$ cat config.mk
export PLATFORM = sky130hd
export DESIGN_NAME = utf8_glyph_boundary_splitter_core_flat
export DESIGN_NICKNAME = d
export VERILOG_FILES = /design/src/design/ugbs_pkg.sv /design/src/design/ugbs_in_if.sv /design/src/design/ugbs_out_if.sv /design/src/design/ugbs_decode.sv /design/src/design/utf8_glyph_boundary_splitter_core.sv /design/src/flat_wrapper.sv
export SDC_FILE = /design/constraint.sdc
export NUM_CORES = 1
export LEC_CHECK = 0
export BUFFER_PORTS_ARGS = -buffer_cell sky130_fd_sc_hd__buf_2
export CAP_MARGIN = 25
export CELL_PAD_IN_SITES_DETAIL_PLACEMENT = 1
export CELL_PAD_IN_SITES_GLOBAL_PLACEMENT = 1
export CORE_ASPECT_RATIO = 0.7
export CORE_UTILIZATION = 35
export DETAILED_ROUTE_END_ITERATION = 8
export GPL_ROUTABILITY_DRIVEN = 0
export GPL_TIMING_DRIVEN = 0
export PLACE_DENSITY = 0.71
export SLEW_MARGIN = 20
export SYNTH_ARGS = -nofsm -noshare
export SYNTH_HDL_FRONTEND = slang
export SYNTH_SLANG_ARGS = --single-unit
$ cat constraint.sdc
create_clock -name clk -period 6.1 [get_ports clk]
set_input_delay 1.22 -clock clk [delete_from_list [all_inputs] [get_ports clk]]
set_output_delay 1.22 -clock clk [all_outputs]
set_load 0.05 [all_outputs]
$ cat src/design/ugbs_pkg.sv
// Package for the UTF-8 glyph boundary splitter.
// Holds the decoder state and result types, status codes and the modifier test.
// No dependencies.
`default_nettype none

package ugbs_pkg;

  localparam int unsigned BYTE_W   = 8;
  localparam int unsigned CP_W     = 21;
  localparam int unsigned STATUS_W = 2;
  localparam int unsigned PEND_W   = 2;

  localparam logic [STATUS_W-1:0] STATUS_OK      = 2'd0;
  localparam logic [STATUS_W-1:0] STATUS_INVALID = 2'd1;
  localparam logic [STATUS_W-1:0] STATUS_NUL     = 2'd2;

  typedef struct packed {
    logic [PEND_W-1:0] pending_count;
    logic [CP_W-1:0]   partial_value;
    logic              glyph_open;
    logic              stopped;
  } ugbs_state_t;

  localparam ugbs_state_t STATE_CLEAR = '{
    pending_count: '0,
    partial_value: '0,
    glyph_open:    1'b0,
    stopped:       1'b0
  };

  typedef struct packed {
    logic [CP_W-1:0]     code_point;
    logic                glyph_start;
    logic [STATUS_W-1:0] status;
  } ugbs_result_t;

  // A code point in one of these ranges extends the glyph that is open.
  function automatic logic is_modifier(input logic [CP_W-1:0] c);
    return c inside {[21'h002B0 : 21'h0036F], [21'h0180B : 21'h0180F],
                     [21'h0200C : 21'h0200D], [21'h0FE00 : 21'h0FE0F],
                     [21'h1F3FB : 21'h1F3FF], [21'hE0100 : 21'hE01EF]};
  endfunction

endpackage

`default_nettype wire

$ cat src/design/ugbs_in_if.sv
// Input channel of the splitter: one byte of a string per request.
// Depends on ugbs_pkg for field widths.
`default_nettype none

interface ugbs_in_if;
  import ugbs_pkg::*;

  logic              valid;
  logic              ready;
  logic [BYTE_W-1:0] byte_in;
  logic              string_first;
  logic              string_last;

  modport source (output valid, output byte_in, output string_first,
                  output string_last, input ready);
  modport sink   (input valid, input byte_in, input string_first,
                  input string_last, output ready);
endinterface

`default_nettype wire

$ cat src/design/ugbs_out_if.sv
// Output channel of the splitter: one code point or status per request.
// Depends on ugbs_pkg for field widths.
`default_nettype none

interface ugbs_out_if;
  import ugbs_pkg::*;

  logic                valid;
  logic                ready;
  logic [CP_W-1:0]     code_point;
  logic                glyph_start;
  logic [STATUS_W-1:0] status;

  modport source (output valid, output code_point, output glyph_start,
                  output status, input ready);
  modport sink   (input valid, input code_point, input glyph_start,
                  input status, output ready);
endinterface

`default_nettype wire

$ cat src/design/ugbs_decode.sv
// Combinational UTF-8 decode step: one byte against the current state.
// Gives the next state and at most one result. Depends on ugbs_pkg.
`default_nettype none

module ugbs_decode
  import ugbs_pkg::*;
(
  input  ugbs_state_t       state,
  input  logic [BYTE_W-1:0] byte_in,
  input  logic              string_first,
  input  logic              string_last,
  output ugbs_state_t       state_next,
  output logic              emit,
  output ugbs_result_t      result
);

  ugbs_state_t     st;
  logic            code_ready;
  logic [CP_W-1:0] code;
  logic [CP_W-1:0] gathered;
  logic            bad;

  always_comb begin
    st         = string_first ? STATE_CLEAR : state;
    state_next = st;
    code_ready = 1'b0;
    code       = '0;
    bad        = 1'b0;
    gathered   = {st.partial_value[CP_W-7:0], byte_in[5:0]};
    emit       = 1'b0;
    result     = '{code_point: '0, glyph_start: 1'b0, status: STATUS_OK};

    if (!st.stopped) begin
      if (st.pending_count == '0) begin
        if (byte_in[7] == 1'b0) begin
          code_ready = 1'b1;
          code       = {{(CP_W-BYTE_W){1'b0}}, byte_in};
        end else if (byte_in[7:6] == 2'b10) begin
          bad = 1'b1;
        end else if (byte_in[7:5] == 3'b110) begin
          state_next.pending_count = 2'd1;
          state_next.partial_value = {{(CP_W-5){1'b0}}, byte_in[4:0]};
        end else if (byte_in[7:4] == 4'b1110) begin
          state_next.pending_count = 2'd2;
          state_next.partial_value = {{(CP_W-4){1'b0}}, byte_in[3:0]};
        end else if (byte_in[7:3] == 5'b11110) begin
          state_next.pending_count = 2'd3;
          state_next.partial_value = {{(CP_W-3){1'b0}}, byte_in[2:0]};
        end else begin
          bad = 1'b1;
        end
      end else if (byte_in[7:6] != 2'b10) begin
        bad = 1'b1;
      end else begin
        state_next.pending_count = st.pending_count - 2'd1;
        state_next.partial_value = gathered;
        if (st.pending_count == 2'd1) begin
          state_next.partial_value = '0;
          code_ready               = 1'b1;
          code                     = gathered;
        end
      end

      // A NUL, however it was encoded, ends output just as bad input does.
      if (code_ready) begin
        emit = 1'b1;
        if (code == '0) begin
          result.status = STATUS_NUL;
          state_next.stopped       = 1'b1;
          state_next.pending_count = '0;
          state_next.partial_value = '0;
        end else begin
          result.code_point  = code;
          result.glyph_start = !(st.glyph_open && is_modifier(code));
          state_next.glyph_open = 1'b1;
        end
      end else if (bad || (string_last && state_next.pending_count != '0)) begin
        emit          = 1'b1;
        result.status = STATUS_INVALID;
        state_next.stopped       = 1'b1;
        state_next.pending_count = '0;
        state_next.partial_value = '0;
      end
    end

    if (string_last) begin
      state_next = STATE_CLEAR;
    end
  end

endmodule

`default_nettype wire

$ cat src/design/utf8_glyph_boundary_splitter_core.sv
// Top level of the UTF-8 glyph boundary splitter.
// Depends on ugbs_pkg, ugbs_in_if, ugbs_out_if and ugbs_decode.
//
//   channel  dir  request carries
//   in_ch    in   byte_in, string_first, string_last
//   out_ch   out  code_point, glyph_start, status (zero or one per byte)
//
// A byte is taken into the input register, decoded combinationally against the
// decoder state, and any result lands in the output register; one byte per cycle
// is sustained while out_ch does not stall.
// Reset clears the decoder state and both valid flags.
// A byte leaves the input register only when the output register is free or
// being emptied, so a stall on out_ch holds in_ch after one byte.
`default_nettype none

module utf8_glyph_boundary_splitter_core
  import ugbs_pkg::*;
(
  input  logic       clk,
  input  logic       rst,
  ugbs_in_if.sink    in_ch,
  ugbs_out_if.source out_ch
);

  logic              held_valid;
  logic [BYTE_W-1:0] held_byte;
  logic              held_first;
  logic              held_last;

  ugbs_state_t  state;
  ugbs_state_t  state_next;
  logic         emit;
  ugbs_result_t result;
  ugbs_result_t out_reg;
  logic         out_valid;
  logic         advance;

  assign advance     = held_valid && (!out_valid || out_ch.ready);
  assign in_ch.ready = !held_valid || advance;

  ugbs_decode u_decode (
    .state        (state),
    .byte_in      (held_byte),
    .string_first (held_first),
    .string_last  (held_last),
    .state_next   (state_next),
    .emit         (emit),
    .result       (result)
  );

  always_ff @(posedge clk) begin
    if (rst) begin
      held_valid <= 1'b0;
    end else if (in_ch.ready) begin
      held_valid <= in_ch.valid;
    end
  end

  always_ff @(posedge clk) begin
    if (in_ch.valid && in_ch.ready) begin
      held_byte  <= in_ch.byte_in;
      held_first <= in_ch.string_first;
      held_last  <= in_ch.string_last;
    end
  end

  always_ff @(posedge clk) begin
    if (rst) begin
      state <= STATE_CLEAR;
    end else if (advance) begin
      state <= state_next;
    end
  end

  always_ff @(posedge clk) begin
    if (rst) begin
      out_valid <= 1'b0;
    end else if (advance) begin
      out_valid <= emit;
    end else if (out_ch.ready) begin
      out_valid <= 1'b0;
    end
  end

  always_ff @(posedge clk) begin
    if (advance && emit) begin
      out_reg <= result;
    end
  end

  assign out_ch.valid       = out_valid;
  assign out_ch.code_point  = out_reg.code_point;
  assign out_ch.glyph_start = out_reg.glyph_start;
  assign out_ch.status      = out_reg.status;

endmodule

`default_nettype wire

$ cat src/flat_wrapper.sv
// flat-port wrapper written by rule: the top's interface ports become plain ports
module utf8_glyph_boundary_splitter_core_flat import ugbs_pkg::*;
  (clk, rst, in_ch_valid, in_ch_byte_in, in_ch_string_first, in_ch_string_last, in_ch_ready, out_ch_valid, out_ch_code_point, out_ch_glyph_start, out_ch_status, out_ch_ready);
  ugbs_in_if in_ch_i ();
  ugbs_out_if out_ch_i ();
  input  logic clk;
  input  logic rst;
  input wire logic [$bits(in_ch_i.valid)-1:0] in_ch_valid;
  input wire logic [$bits(in_ch_i.byte_in)-1:0] in_ch_byte_in;
  input wire logic [$bits(in_ch_i.string_first)-1:0] in_ch_string_first;
  input wire logic [$bits(in_ch_i.string_last)-1:0] in_ch_string_last;
  output wire logic [$bits(in_ch_i.ready)-1:0] in_ch_ready;
  output wire logic [$bits(out_ch_i.valid)-1:0] out_ch_valid;
  output wire logic [$bits(out_ch_i.code_point)-1:0] out_ch_code_point;
  output wire logic [$bits(out_ch_i.glyph_start)-1:0] out_ch_glyph_start;
  output wire logic [$bits(out_ch_i.status)-1:0] out_ch_status;
  input wire logic [$bits(out_ch_i.ready)-1:0] out_ch_ready;
  assign in_ch_i.valid = in_ch_valid;
  assign in_ch_i.byte_in = in_ch_byte_in;
  assign in_ch_i.string_first = in_ch_string_first;
  assign in_ch_i.string_last = in_ch_string_last;
  assign in_ch_ready = in_ch_i.ready;
  assign out_ch_valid = out_ch_i.valid;
  assign out_ch_code_point = out_ch_i.code_point;
  assign out_ch_glyph_start = out_ch_i.glyph_start;
  assign out_ch_status = out_ch_i.status;
  assign out_ch_i.ready = out_ch_ready;
  utf8_glyph_boundary_splitter_core u_core (.clk(clk), .rst(rst), .in_ch(in_ch_i), .out_ch(out_ch_i));
endmodule
* Yosys cells after proc, flatten, opt, wreduce, memory -nomap -nowiden
Index checks and enable logic that the tools add are counted.
** Storage, ports and cells
- Input bits :: 14
- Bits in registers :: 61
- Logic and storage cells :: 100
** Operators by class
- Mux-type cells :: 45
- Reduce and logical (&&, ||, !) cells :: 23
- $lt $le $gt $ge :: 12
- Bitwise operators :: 1
- Equal/unequal tests :: 6
- $add $sub $neg :: 1
** Operator list (number)
- $mux W23 :: 11
- $mux W21 :: 5
- $mux W25 :: 3
- $mux W1 :: 23
- $ge A21 B10 Y1 const B :: 1
- $ge A21 B13 Y1 const B :: 1
- $ge A21 B14 Y1 const B :: 1
- $ge A21 B16 Y1 const B :: 1
- $ge A21 B17 Y1 const B :: 1
- $ge A21 B20 Y1 const B :: 1
- $le A21 B10 Y1 const B :: 1
- $le A21 B13 Y1 const B :: 1
- $le A21 B14 Y1 const B :: 1
- $le A21 B16 Y1 const B :: 1
- $le A21 B17 Y1 const B :: 1
- $le A21 B20 Y1 const B :: 1
- $logic_not A21 Y1 :: 1
- $logic_and A1 B1 Y1 :: 11
- $mux W7 :: 1
- $reduce_bool A6 Y1 :: 1
- $eq A5 B5 Y1 const B :: 1
- $eq A4 B4 Y1 const B :: 1
- $mux W2 :: 2
- $reduce_bool A2 Y1 :: 2
- 10 further kinds :: 14

* Logic depth before layout (Yosys ltp)
- Depth in word-level cells :: 15
- Gate-level depth with buffers :: 13
- Gate-level depth less buffers :: 11

* Hierarchy
Synthesis repeated with hierarchy kept, for this count alone.
** Unflattened totals
- Cells, all modules :: 379
- Area total of the unflattened synthesis :: 3659.8 um^2
** Modules (own cells, without submodules)
- utf8_glyph_boundary_splitter_core :: times used 1, area each 2252.2 um^2, cells each 154, sequential area each 1561.5 um^2
- ugbs_decode :: times used 1, area each 1407.6 um^2, cells each 225, sequential area each 0.0 um^2

* Worst setup path after synthesis
Ideal clock, no wire load.
- Path type :: register to register
- From :: register u_core.held_first
- To :: register u_core.out_reg (netlist bit u_core.out_ch.glyph_start), data pin
- Data required time :: 5.955 ns
- Arrival time :: 2.839 ns
- Setup time :: 0.145 ns
- Cell stages (with the launch flop) :: 12
- Setup slack :: 3.116 ns
- Path through :: edfxtp_1 -> nor2b_1 -> inv_1 -> ha_1 -> nand4bb_4 -> o32ai_4 -> nand2_2 -> o31a_1 -> o41ai_2 -> a22oi_1 -> or4_1 -> o21ai_1
** On the way
- Longest elaborated chain between the ends :: 11
- Elaborated cells between the ends (all ways) :: 35
- Classes of those cells :: 12 x order compare; 1 x eq/ne; 9 x mux; 1 x bitwise; 12 x reduce/logical
** Ends and longest elaborated chain
- start: declaration :: line utf8_glyph_boundary_splitter_core.sv:27 : logic held_first;
- start signal: assignment :: line utf8_glyph_boundary_splitter_core.sv:62 : held_first <= in_ch.string_first;
- $mux W25 (*) :: line ugbs_decode.sv:24 : st = string_first ? STATE_CLEAR : state;
- $eq A2 B1 Y1 :: line ugbs_decode.sv:57 : if (st.pending_count == 2'd1) begin
- $mux W21 :: line ugbs_decode.sv:57
- $mux W21 :: line ugbs_decode.sv:52 : end else if (byte_in[7:6] != 2'b10) begin
- $mux W21 :: line ugbs_decode.sv:34 : if (st.pending_count == '0) begin
- $mux W21 :: line ugbs_decode.sv:33 : if (!st.stopped) begin
- $ge A21 B10 Y1 (tied with other cells) :: line ugbs_pkg.sv:39 : return c inside {[21'h002B0 : 21'h0036F], [21'h0180B : 21'h0180F],
- $logic_and A1 B1 Y1 :: line ugbs_pkg.sv:39
- $reduce_bool A6 Y1 :: line ugbs_pkg.sv:39
- $logic_and A1 B1 Y1 :: line ugbs_decode.sv:74 : result.glyph_start = !(st.glyph_open && is_modifier(code));
- $logic_not A1 Y1 :: line ugbs_decode.sv:74
- end signal: assignment :: line utf8_glyph_boundary_splitter_core.sv:87 : out_reg <= result;
- end: declaration :: line utf8_glyph_boundary_splitter_core.sv:34 : ugbs_result_t out_reg;
Every way passes the cells marked *; elsewhere a longest branch is shown, timed or not. The select of a mux whose other input is x is not followed.
A chain may end at the register's enable or synchronous reset.

* Final worst setup path
Ends and elaborated chain as after synthesis.

==> metrics.csv <==
metric,value,unit
layout_setup_ws,2.31,ns
finalSetupViolCount,0,
async_flop_share,0,%
synthTopCellsByArea,"edfxtp_1 (34%), dfxtp_1 (14%), nor2_1 (4.1%)",
wl_met2,3.81,mm
cts_tree,built,
cts-htree-levels,2,
grt_pass1_wl,14.3,mm
place_ws,2.39,ns
layout_common_cells,"buf_2 (42), edfxtp_1 (34), nor2_1 (33)",
die_area,8950,um^2
period_minus_slack,3.79,ns
required,6.25,ns
crit_chain,nor2b_1 -> inv_1 -> ha_1 -> nand4bb_4 -> buf_6 -> nor2_2 -> a21oi_1 -> a31oi_1 -> clkbuf_1 -> clkbuf_1 -> o21ai_0 -> o21ai_1,
wirelength,8.89,mm
drc,0,
grt_max_degree,18,
layout_commonest_cell,buf_2,
clkTransAtPathRegs,0.08,ns
met1_length,4.44,mm
utilization,43.3,%
num_rows,27,
cts.hold.buffers_added,0,
leakagePower,1.32,nW
cts_root_buffer,clkbuf_16,
start_util,37.1,%
final.period_utilization,62.1,%
antenna_cells,0,
yosysWarningCount,0,
syn-num-nets,329,
finalNetCount,376,
final_hold_viol_count,0,
synth_flop_cell,edfxtp_1,
muxShareOfSynthArea,0,%
drtPass1Iterations,4,
critPathArrivalTime,3.94,ns
tns,0,ns
cap_violations,0,
vias_per_cell,5.79,
clockBufferDepth,2,
synth_top_cell_by_area,edfxtp_1,
powerDensity,238,nW/um^2
cpMostUsedCell,clkbuf_1,
synth_area,3000,um^2
synth_compound_area_share,20.0,%
ant_nets,0,
vias,2674,
track_usage,21.0,%
synth-edff-count,34,
nFillCells,937,
grt-ovfl-total,0,
drive_above_1_share,17.2,%
met3_wirelength,485,um
synth-seq-area-share,48.1,%
synth_xor_area_share,0,%
grt_pass1_vias,2724,
clkSinkCount,55,
crit_slowest_cell,edfxtp_1,
antenna_found_initial,0,
yosys.cell_types.count,54,
drt_iter0_drc,195,
hold_class,flip-flop to flip-flop,
cts_buffers,5,
ys_ff_latch,55,
post-cts-setup-buffers,0,
worst_pin_slew,0.628,ns
synth_fa_ha_area_share,0.834,%
port_buffers,38,
rsz0062_at_grt,no,
dp_hpwl,6.61,mm
slew_viol_final,0,
area_growth,16.4,%
critPathMaxFanout,10,
max_stage_delay,0.63,ns
critical_path_class,flip-flop to flip-flop,
highest_layer,met4,
core,8070,um^2
pin_count,40,
synth_top_family_by_area,simple AND/OR/NAND/NOR gates,
syn_inst,313,
fin_skew,0.0115,ns
yosys.area.top_type_share,34.0,%
synth-simple-area-share,27.5,%
cts_resized,0,
fmax,0.264,GHz
cp-end-kind,flip-flop,
vdd_drop_max,0.0914,mV
clk_latency,0.31,ns
slew_headroom,57.7,%
die_w,113,um
syn_avg_cell_area,9.58,um^2
status,"finished, final reports clean",
wire_per_inst,19.3,um
start_kind,flip-flop,
die_y,79.5,um
worst paths after layout:
| path | startpoint | endpoint | slack, ns | cells after the start |
|---|---|---|---|---|
| setup / recovery | u_core.held_first$_DFFE_PP_ | u_core.out_ch.glyph_start$_SDFFCE_PP0P_ | 2.31 | 12 |
| hold / removal | u_core.state[24]$_SDFFE_PP0P_ | u_core.state[24]$_SDFFE_PP0P_ | 0.48 | 2 |
| setup reg to reg | u_core.held_first$_DFFE_PP_ | u_core.out_ch.glyph_start$_SDFFCE_PP0P_ | 2.31 | 12 |
| hold reg to reg | u_core.state[24]$_SDFFE_PP0P_ | u_core.state[24]$_SDFFE_PP0P_ | 0.48 | 2 |
kinds of logic after synthesis:
kind of cell | after synthesis
simple gates | 149
compound gates | 81
flops | 55
buf+inv | 26
fa+ha+maj | 2
routing by layer:
| layer | vias to the layer above | global-route usage [%] |
|---|---|---|
| li1 | 1275 | - |
| met1 | 1308 | 29.4 |
| met2 | 76 | 32.5 |
| met3 | 15 | 3.95 |
| met4 | 0 | 7.07 |
| met5 | - | 0 |
critical path: cells and delay by family (launching register included):
family / cells / cell delay [ns]
flip-flops: 1 / 0.63
AND/OR/NAND/NOR: 3 / 0.90
adder cells (fa/ha/maj): 1 / 0.26
buffers and inverters: 4 / 0.98
AO/OA/AOI/OAI: 4 / 0.84
synth_stat cells (2+ instances only):
| cell type | n |
|---|---|
| a211oi_1 | 3 |
| a21oi_1 | 19 |
| a22o_1 | 14 |
| a22oi_1 | 3 |
| a311oi_1 | 2 |
| a31oi_1 | 2 |
| a32o_1 | 4 |
| and2_1 | 13 |
| and3_1 | 14 |
| buf_2 | 3 |
| clkbuf_1 | 14 |
| dfxtp_1 | 21 |
| edfxtp_1 | 34 |
| ha_1 | 2 |
| inv_1 | 8 |
| nand2_1 | 21 |
| nand2_2 | 2 |
| nand2b_1 | 8 |
| nand3_1 | 9 |
| nand4_1 | 7 |
| nor2_1 | 33 |
| nor2b_1 | 8 |
| nor3_1 | 11 |
| nor3b_1 | 4 |
| nor4_1 | 5 |
| o21ai_0 | 12 |
| o21ai_1 | 2 |
| o31ai_1 | 4 |
| or3_1 | 4 |
| or4_1 | 3 |
stage by stage:
stage | hold WS, ns | std cells | area (um^2) | total power (W)
6_report | 0.482 | 462 | 3490 | 0.000832
5_1_grt | 0.511 | 462 | 3490 | 0.000862
4_1_cts | 0.493 | 462 | 3490 | 0.000839
3_5_place_dp | 0.471 | 454 | 3340 | 0.000529
3_3_place_gp | 0.461 | 452 | 3320 | 0.000526
2_1_floorplan | 0.441 | 313 | 3000 | 0.000497
registers in the layout, indices dropped and copies added, names as in the netlist:
name and count:
u_core.out_ch.valid 1, u_core.state 19, u_core.out_ch.status 2, u_core.held_first 1, u_core.held_last 1, u_core.held_byte 8, u_core.out_ch.code_point 21, u_core.held_valid 1
u_core.out_ch.glyph_start 1
where the power goes:
part / switching, W / internal, W
registers: 0.00000897 / 0.000408
clock network: 0.000135 / 0.000175
logic: 0.0000749 / 0.0000293
area by class of cell:
class,count,area (um^2),area share (%)
well taps,101,126,3.62
repair buffers,40,210,6.02
clock buffers,8,156,4.48
inverters,8,30.0,0.860
flip-flops and latches,55,1440,41.3
multi-input cells,232,1450,41.5
plain buffers,18,78.8,2.26
(Power assumes the default switching activity.)
